[src/rtl/bdms_pkg.sv]
`default_nettype none
package bdms_pkg;

    localparam int COUNT_WIDTH = 11;
    localparam int NUM_BUTTONS = 5;
    localparam int THR_WIDTH   = 10;
    localparam int MODE_WIDTH  = 8;
    localparam int TOG_WIDTH   = 2;
    localparam int ADDR_WIDTH  = 4;
    localparam int DATA_WIDTH  = 32;

    localparam logic [THR_WIDTH-1:0]  THR_RESET    = 10'd100;
    localparam logic [MODE_WIDTH-1:0] MODE_W_RESET = 8'd3;
    localparam logic [MODE_WIDTH-1:0] MODE_Z_RESET = 8'd2;

    // register index, taken from paddr[3:2]
    typedef enum logic [1:0] {
        REG_THRESHOLD = 2'd0,
        REG_MODE_W_MAX = 2'd1,
        REG_MODE_Z_MAX = 2'd2,
        REG_NONE = 2'd3
    } t_reg_idx;

    // buttons whose action clears the counter on firing
    localparam logic [NUM_BUTTONS-1:0] AUTO_CLEAR_MASK = 5'b11110;

    localparam int BTN_MODE_W = 1;
    localparam int BTN_TOG_A  = 2;
    localparam int BTN_TOG_B  = 3;
    localparam int BTN_MODE_Z = 4;

    typedef struct packed {
        logic [MODE_WIDTH-1:0] mode_w;
        logic [MODE_WIDTH-1:0] mode_z;
        logic [TOG_WIDTH-1:0]  toggle_count;
    } t_result;

endpackage
`default_nettype wire

[src/rtl/bdms_lane.sv]
`default_nettype none
module bdms_lane (
    input  wire logic                           i_clk,
    input  wire logic                           i_rst_n,
    input  wire logic                           i_en,
    input  wire logic                           i_level,
    input  wire logic                           i_auto_clear,
    input  wire logic [bdms_pkg::THR_WIDTH-1:0] i_threshold,
    output logic                                o_fire
);

    logic [bdms_pkg::COUNT_WIDTH-1:0] r_count;
    logic [bdms_pkg::COUNT_WIDTH-1:0] n_count;
    logic [bdms_pkg::COUNT_WIDTH-1:0] c_inc;
    logic [bdms_pkg::COUNT_WIDTH-1:0] c_clr;

    always_comb begin
        // pressed is low; saturate at the ceiling
        if (!i_level && (r_count != {bdms_pkg::COUNT_WIDTH{1'b1}})) begin
            c_inc = r_count + 1'b1;
        end else begin
            c_inc = r_count;
        end
        o_fire = c_inc > bdms_pkg::COUNT_WIDTH'(i_threshold);
        c_clr  = (o_fire && i_auto_clear) ? '0 : c_inc;
        if (i_level && (c_clr != '0)) begin
            n_count = c_clr - 1'b1;
        end else begin
            n_count = c_clr;
        end
    end

    always_ff @(posedge i_clk) begin
        if (!i_rst_n) begin
            r_count <= '0;
        end else if (i_en) begin
            r_count <= n_count;
        end
    end

endmodule
`default_nettype wire

[src/rtl/bdms_merge.sv]
`default_nettype none
module bdms_merge (
    input  wire logic                             i_clk,
    input  wire logic                             i_rst_n,
    input  wire logic                             i_en,
    input  wire logic [bdms_pkg::NUM_BUTTONS-1:0] i_fire,
    input  wire logic [bdms_pkg::MODE_WIDTH-1:0]  i_mode_w_max,
    input  wire logic [bdms_pkg::MODE_WIDTH-1:0]  i_mode_z_max,
    output bdms_pkg::t_result                     o_result
);

    logic [bdms_pkg::MODE_WIDTH-1:0] r_mode_w;
    logic [bdms_pkg::MODE_WIDTH-1:0] r_mode_z;
    logic [bdms_pkg::MODE_WIDTH-1:0] w1;
    logic [bdms_pkg::MODE_WIDTH-1:0] z1;
    logic [bdms_pkg::MODE_WIDTH-1:0] n_mode_w;
    logic [bdms_pkg::MODE_WIDTH-1:0] n_mode_z;
    logic [bdms_pkg::MODE_WIDTH:0]   w_inc;
    logic [bdms_pkg::MODE_WIDTH:0]   z_inc;

    always_comb begin
        // mode w advance, then both modes checked against their maxima
        w_inc = {1'b0, r_mode_w} + 1'b1;
        if (i_fire[bdms_pkg::BTN_MODE_W]) begin
            w1 = (w_inc > {1'b0, i_mode_w_max}) ? '0 : w_inc[bdms_pkg::MODE_WIDTH-1:0];
            z1 = (r_mode_z > i_mode_z_max) ? '0 : r_mode_z;
        end else begin
            w1 = r_mode_w;
            z1 = r_mode_z;
        end
        // mode z advance follows in button order
        z_inc = {1'b0, z1} + 1'b1;
        if (i_fire[bdms_pkg::BTN_MODE_Z]) begin
            n_mode_z = (z_inc > {1'b0, i_mode_z_max}) ? '0 : z_inc[bdms_pkg::MODE_WIDTH-1:0];
            n_mode_w = (w1 > i_mode_w_max) ? '0 : w1;
        end else begin
            n_mode_z = z1;
            n_mode_w = w1;
        end
        o_result.mode_w       = n_mode_w;
        o_result.mode_z       = n_mode_z;
        o_result.toggle_count = bdms_pkg::TOG_WIDTH'(i_fire[bdms_pkg::BTN_TOG_A])
                              + bdms_pkg::TOG_WIDTH'(i_fire[bdms_pkg::BTN_TOG_B]);
    end

    always_ff @(posedge i_clk) begin
        if (!i_rst_n) begin
            r_mode_w <= '0;
            r_mode_z <= '0;
        end else if (i_en) begin
            r_mode_w <= n_mode_w;
            r_mode_z <= n_mode_z;
        end
    end

endmodule
`default_nettype wire

[src/rtl/button_debounce_mode_selector.sv]
`default_nettype none
// Five-button integrating debouncer with two wrapping mode counters. One item
// (a tick of five active-low button levels) is taken every cycle while o_ready
// is high: five counter lanes work side by side and a merge stage applies the
// mode advances in button order and counts strip toggles. The result is held in
// an output register backed by a one-entry skid buffer, so a stalled output
// costs at most one extra item before o_ready drops. Registers (threshold, mode
// W max, mode Z max) sit at byte addresses 0, 4 and 8; the user must write them
// while no item is in flight, as the block itself does not enforce this.
module button_debounce_mode_selector (
    input  wire logic                             i_clk,
    input  wire logic                             i_rst_n,
    input  wire logic                             i_valid,
    output logic                                  o_ready,
    input  wire logic [bdms_pkg::NUM_BUTTONS-1:0] i_button_levels,
    output logic                                  o_valid,
    input  wire logic                             i_ready,
    output logic [bdms_pkg::MODE_WIDTH-1:0]       o_mode_w,
    output logic [bdms_pkg::MODE_WIDTH-1:0]       o_mode_z,
    output logic [bdms_pkg::TOG_WIDTH-1:0]        o_toggle_count,
    input  wire logic                             psel,
    input  wire logic                             penable,
    input  wire logic                             pwrite,
    input  wire logic [bdms_pkg::ADDR_WIDTH-1:0]  paddr,
    input  wire logic [bdms_pkg::DATA_WIDTH-1:0]  pwdata,
    output logic [bdms_pkg::DATA_WIDTH-1:0]       prdata,
    output logic                                  pready
);

    logic [bdms_pkg::THR_WIDTH-1:0]   r_threshold;
    logic [bdms_pkg::MODE_WIDTH-1:0]  r_mode_w_max;
    logic [bdms_pkg::MODE_WIDTH-1:0]  r_mode_z_max;
    logic                             wr_en;
    bdms_pkg::t_reg_idx               reg_idx;

    logic                             in_fire;
    logic                             out_fire;
    logic [bdms_pkg::NUM_BUTTONS-1:0] fire;
    bdms_pkg::t_result                result;

    logic                             r_valid;
    bdms_pkg::t_result                r_out;
    logic                             r_skid_valid;
    bdms_pkg::t_result                r_skid;

    assign pready  = 1'b1;
    assign wr_en   = psel && penable && pwrite && pready;
    assign reg_idx = bdms_pkg::t_reg_idx'(paddr[3:2]);

    always_ff @(posedge i_clk) begin
        if (!i_rst_n) begin
            r_threshold  <= bdms_pkg::THR_RESET;
            r_mode_w_max <= bdms_pkg::MODE_W_RESET;
            r_mode_z_max <= bdms_pkg::MODE_Z_RESET;
        end else if (wr_en) begin
            unique case (reg_idx)
                bdms_pkg::REG_THRESHOLD:  r_threshold  <= pwdata[bdms_pkg::THR_WIDTH-1:0];
                bdms_pkg::REG_MODE_W_MAX: r_mode_w_max <= pwdata[bdms_pkg::MODE_WIDTH-1:0];
                bdms_pkg::REG_MODE_Z_MAX: r_mode_z_max <= pwdata[bdms_pkg::MODE_WIDTH-1:0];
                default: begin
                end
            endcase
        end
    end

    always_comb begin
        unique case (reg_idx)
            bdms_pkg::REG_THRESHOLD:  prdata = bdms_pkg::DATA_WIDTH'(r_threshold);
            bdms_pkg::REG_MODE_W_MAX: prdata = bdms_pkg::DATA_WIDTH'(r_mode_w_max);
            bdms_pkg::REG_MODE_Z_MAX: prdata = bdms_pkg::DATA_WIDTH'(r_mode_z_max);
            default:                  prdata = '0;
        endcase
    end

    assign o_ready  = !r_skid_valid;
    assign in_fire  = i_valid && o_ready;
    assign out_fire = r_valid && i_ready;

    for (genvar g = 0; g < bdms_pkg::NUM_BUTTONS; g++) begin : g_lane
        bdms_lane u_lane (
            .i_clk        (i_clk),
            .i_rst_n      (i_rst_n),
            .i_en         (in_fire),
            .i_level      (i_button_levels[g]),
            .i_auto_clear (bdms_pkg::AUTO_CLEAR_MASK[g]),
            .i_threshold  (r_threshold),
            .o_fire       (fire[g])
        );
    end

    bdms_merge u_merge (
        .i_clk        (i_clk),
        .i_rst_n      (i_rst_n),
        .i_en         (in_fire),
        .i_fire       (fire),
        .i_mode_w_max (r_mode_w_max),
        .i_mode_z_max (r_mode_z_max),
        .o_result     (result)
    );

    // output register with skid: the skid only fills while the output stalls
    always_ff @(posedge i_clk) begin
        if (!i_rst_n) begin
            r_valid      <= 1'b0;
            r_skid_valid <= 1'b0;
        end else if (!r_valid || out_fire) begin
            if (r_skid_valid) begin
                r_valid      <= 1'b1;
                r_skid_valid <= 1'b0;
            end else begin
                r_valid <= in_fire;
            end
        end else if (in_fire) begin
            r_skid_valid <= 1'b1;
        end
    end

    always_ff @(posedge i_clk) begin
        if (!r_valid || out_fire) begin
            r_out <= r_skid_valid ? r_skid : result;
        end else if (in_fire) begin
            r_skid <= result;
        end
    end

    assign o_valid        = r_valid;
    assign o_mode_w       = r_out.mode_w;
    assign o_mode_z       = r_out.mode_z;
    assign o_toggle_count = r_out.toggle_count;

endmodule
`default_nettype wire

[config.mk]
export PLATFORM = sky130hd
export DESIGN_NAME = button_debounce_mode_selector
export DESIGN_NICKNAME = d
export VERILOG_FILES = /design/src/rtl/bdms_pkg.sv /design/src/rtl/bdms_lane.sv /design/src/rtl/bdms_merge.sv /design/src/rtl/button_debounce_mode_selector.sv
export SDC_FILE = /design/constraint.sdc
export NUM_CORES = 1
export LEC_CHECK = 0
export ABC_AREA = 1
export BUFFER_PORTS_ARGS = -buffer_cell sky130_fd_sc_hd__buf_2
export CORE_MARGIN = 10
export CORE_UTILIZATION = 65
export CTS_CLUSTER_SIZE = 20
export DETAILED_ROUTE_END_ITERATION = 8
export MAX_ROUTING_LAYER = met4
export PLACE_DENSITY = 0.87
export SYNTH_ARGS = -nofsm -noshare
export SYNTH_HDL_FRONTEND = slang
export SYNTH_HIERARCHICAL = 1
export SYNTH_SLANG_ARGS = --single-unit
[constraint.sdc]
create_clock -name i_clk -period 11.9 [get_ports i_clk]
set_input_delay 2.38 -clock i_clk [delete_from_list [all_inputs] [get_ports i_clk]]
set_output_delay 2.38 -clock i_clk [all_outputs]
set_load 0.01 [all_outputs]
# [Yosys cells after proc, flatten, opt, wreduce, memory -nomap -nowiden]
# Index checks and enable logic that the tools add are counted.
# W data, S select, Z words.
[word_totals] regBits=124 latch_bits=0 mem_bits_rw=0 romBits=0 input_bits=48 out_inout_bits=53 word_cells=96 mem_count=0
[classes] n_addsub=11 multipliers=0 div_mod_pow=0 magnitude_cmp=8 n_eq_ne=6 n_shift=0 mux=23 bitwise=2 n_reduce_logical=29
[op_table] cell="$mux W11" n=12
[op_table] cell="$mux W8" n=8
[op_table] cell="$add A11 B1 Y11 const B" n=4
[op_table] cell="$gt A11 B10 Y1" n=4
[op_table] cell="$ne A11 B11 Y1 const B" n=4
[op_table] cell="$reduce_bool A11 Y1" n=4
[op_table] cell="$sub A11 B1 Y11 const B" n=4
[op_table] cell="$pmux W10 S3" n=1
[op_table] cell="$add A8 B1 Y9 const B" n=2
[op_table] cell="$gt A9 B8 Y1" n=2
[op_table] cell="$mux W18" n=1
[op_table] cell="$gt A8 B8 Y1" n=2
[op_table] cell="$logic_and A1 B1 Y1" n=12
[op_table] cell="$reduce_and A2 Y1" n=4
[op_table] cell="$logic_not A1 Y1" n=6
[op_table] cell="$add A1 B1 Y2" n=1
[op_table] cell="$eq A2 B1 Y1 const B" n=1
[op_table] cell="$eq A2 B2 Y1 const B" n=1
[op_table] cell="$logic_not A2 Y1" n=1
[op_table] cell="$not A1 Y1" n=2
[op_table] cell="$reduce_or A2 Y1" n=1
[op_table] cell="$logic_or A1 B1 Y1" n=1
[op_table] cell="$mux W1" n=1

# [Longest topological paths before layout]
[logic_depth] depth_word=10 ltp_mapped=46

# [By module]
# Netlist, hierarchy kept.
[modules_own_cells] mod="bdms_lane (g_lane[1].u_lane ...)" instances=2 cells_each=271 area_each_um2=1599.0 seq_area_each_um2=220.2
[modules_own_cells] mod="button_debounce_mode_selector" instances=1 cells_each=325 area_each_um2=2849.0 seq_area_each_um2=1641.6
[modules_own_cells] mod="bdms_merge" instances=1 cells_each=358 area_each_um2=2212.1 seq_area_each_um2=320.3
[modules_own_cells] mod="bdms_lane (g_lane[3].u_lane)" instances=1 cells_each=270 area_each_um2=1617.8 seq_area_each_um2=220.2
[modules_own_cells] mod="bdms_lane (g_lane[0].u_lane)" instances=1 cells_each=274 area_each_um2=1612.8 seq_area_each_um2=220.2
[modules_own_cells] mod="bdms_lane (g_lane[2].u_lane)" instances=1 cells_each=272 area_each_um2=1552.7 seq_area_each_um2=220.2

# [Worst setup path before layout]
# Ideal clock, no wire load.
[synth_path] path_type="input port to flip-flop" start="input i_button_levels[1] in the netlist's numbering" end="register r_out, in the netlist o_mode_z[7] (data pin)" setup_time_ps=131 t_arrival_ps=6376 required_ps=11769 slack_ps=5393 path_stages=42 path_buffers=1 cell_sequence="inv_1 -> nand2_4 -> inv_2 -> buf_6 -> nand2_1 -> nand2_1 -> nand2_2 -> ha_1 -> nand2_1 -> inv_1 -> a21oi_1 -> nand2_1 -> nand2_1 -> nand2_1 -> nand2_1 -> nand2_1 -> and2_1 -> inv_1 -> [... 6 more ...] -> nor2_4 -> xnor2_1 -> ha_1 -> nand2_1 -> inv_1 -> nand2_1 -> nand3_1 -> nand2_1 -> nand2_1 -> nand2_1 -> nand2_1 -> nand2_1 -> nand2_1 -> a21oi_4 -> nand3_1 -> nand2_1 -> nand2_1 -> nand2_1"
[synth_rtl] element="start: declaration" line="button_debounce_mode_selector.sv:15" source="input wire logic [bdms_pkg::NUM_BUTTONS-1:0] i_button_levels,"
[synth_rtl] element="end signal: assignment" line="button_debounce_mode_selector.sv:120" source="r_out <= r_skid_valid ? r_skid : result;"
[synth_rtl] element="end: declaration" line="button_debounce_mode_selector.sv:42" source="bdms_pkg::t_result r_out;"

==> flow_summary.json <==
{
  "outcome": "finished, final reports clean",
  "cts.htree.levels": 4,
  "path_clk_slew_ns": 0.07,
  "peakVddDrop_v": 0.000117,
  "clk_latency_ns": 0.43,
  "nFillCells": 1400,
  "routedWlPerCell_microns": 13.9,
  "critical-path-max-stage-delay_ns": 0.39,
  "start_util": 0.661,
  "worstPathArrival_ns": 7.79,
  "final_antenna_net_count": 0,
  "p_sw_w": 0.000626,
  "drive_above_1_share": 0.139,
  "fin_crit_sh": 0.629,
  "cts_sinks": 124,
  "combPwrFrac": 0.344,
  "worstSetupPathType": "in -> reg",
  "die_h_microns": 153,
  "grt_setup_unrepaired": "false",
  "drt_iter0_drc": 982,
  "power-per-cell-area_mw_per_mm2": 129,
  "cp-start-kind": "input pin",
  "place_congestion": 0.950,
  "grt_max_degree": 48,
  "dieArea_sq_mm": 0.0233,
  "finalMaxSlewViolations": 0,
  "clkPwrFrac": 0.334,
  "worst_path_max_delay_cell": "inv_1",
  "remaining_drc_errors": 0,
  "startpoint": "i_button_levels[1]",
  "ys_warn_count": 6,
  "cts_tree": "yes",
  "io_buffers": 52,
  "clock_skew_ns": 0.0123,
  "finalSetupViolCount": 0,
  "cts_resized": 0,
  "r2r-start": "g_lane[1].u_lane/r_count[1]",
  "cts_buffer_depth": 2,
  "syn_avg_cell_area_sq_um": 6.47,
  "grt_pass1_wl_microns": 47600,
  "grt.overflow.total": 0,
  "crit_required_ns": 12.20,
  "syn_area_sq_mm": 0.0114,
  "diodes": 0,
  "place.detailed.hpwl_microns": 21100,
  "ctsHoldBuffers": 0,
  "wirelength_microns": 28400,
  "hold_viol_final": 0,
  "area_growth_pct": 7.61,
  "vias_per_cell": 5.43,
  "ios": 101,
  "swShare": 0.395,
  "crit_fanout": 16,
  "worstMarginPinSlew_ns": 0.795,
  "rows": 48,
  "synth_cells": 1767,
  "timing.setup.tns_ns": 0,
  "core_sq_mm": 0.0173,
  "vias": 11100,
  "first_global_vias": 10400,
  "critPathCaptureType": "register",
  "antenna_found_initial": 0,
  "cts-root-buf": "clkbuf_16",
  "cts_buffers": 17,
  "hold_start": "r_mode_z_max[3]",
  "relSlewSlack": 0.469,
  "drtPass1Iterations": 6,
  "min_path_type": "reg -> reg",
  "fmax_ghz": 0.134,
  "maxCapViolCount": 0,
  "p_int_w": 0.000958,
  "p_leak_nw": 6.73,
  "fin_nets": 1947,
  "grt_usage": 0.244,
  "fp.dieW_microns": 153,
  "crit_path_frequent_cell": "nand2_1",
  "period_minus_slack_ns": 7.48,
  "cts_setup_buffers": 0,
  "pwr-share-seq": 0.323,
  "holdWs_ns": 0.497
}
==> critical path, delay by kind of cell <==
family                   cells  cell delay [ns]
AO/OA/AOI/OAI                2             0.32
buffers and inverters        6             1.08
XOR/XNOR                     1             0.18
adder cells (fa/ha/maj)      3             0.82
AND/OR/NAND/NOR             27             2.97
==> layout make-up <==
cell class	count	area [sq um]	area share
flip-flops and latches	124	2840	0.231
clock buffers	17	425	0.0346
well taps	225	282	0.0229
inverters	304	1140	0.0930
repair buffers	57	298	0.0242
multi-input cells	1308	7140	0.580
clock inverters	15	171	0.0139
==> power groups by stage <==
stage	combinational (W)	clock, W	sequential (W)
after detailed placement	0.000529	0	0.000519
final	0.000545	0.000529	0.000511
after CTS	0.000537	0.000537	0.000510
after global routing	0.000614	0.000558	0.000515
after global placement	0.000511	0	0.000517
after floorplan	0.000419	0	0.000519
==> flip-flops by register name, indices dropped and copies added, names as in the netlist, 2 cells and up <==
signal,count
g_lane.u_lane/r_count,44
o_mode_w,8
o_mode_z,8
o_toggle_count,2
r_mode_w_max,8
r_mode_z_max,8
r_skid,18
r_threshold,10
u_merge/r_mode_w,8
u_merge/r_mode_z,8
==> layer usage <==
layer	wire, microns	vias up	global-route usage	share of wire
met5	0	-	-	0
met4	747	0	0.0840	0.026
met3	2050	71	0.0440	0.072
met2	13700	473	0.412	0.48
met1	11900	5001	0.286	0.42
li1	-	5578	-	-
==> through the flow <==
stage | utilization | setup slack, ns | total power [W] | cells | cell area [sq um]
5_1_grt | 0.711 | 3.73 | 0.00169 | 2050 | 12300
4_1_cts | 0.711 | 4.49 | 0.00158 | 2050 | 12300
2_1_floorplan | - | 5.39 | 0.000938 | 1792 | 11500
3_5_place_dp | 0.677 | 4.06 | 0.00105 | 2018 | 11700
6_report | 0.711 | 4.42 | 0.00158 | 2050 | 12300
3_3_place_gp | 0.677 | 4.18 | 0.00103 | 2018 | 11700
==> cells in the final DEF, fill, tap and decap left out, drive strengths merged, types with 5 or more instances in the layout <==
cell,instances
a21oi,77
inv,312
nor3,12
nand4,19
clkbuf,17
nand3,164
buf,57
nor2,174
conb,27
dfxtp,88
clkinv,5
edfxtp,36
nand2,603
o21ai,70
xor2,53
ha,87
nand3b,5
==> worst paths after layout <==
path	to	slack, ns	depth (start not counted)
max	o_mode_z[4]	4.42	39
min	r_mode_z_max[3]	0.50	2
max reg2reg	o_mode_z[4]	5.73	43
min reg2reg	r_mode_z_max[3]	0.50	2
Note: power is estimated with default switching activity, not from simulation.
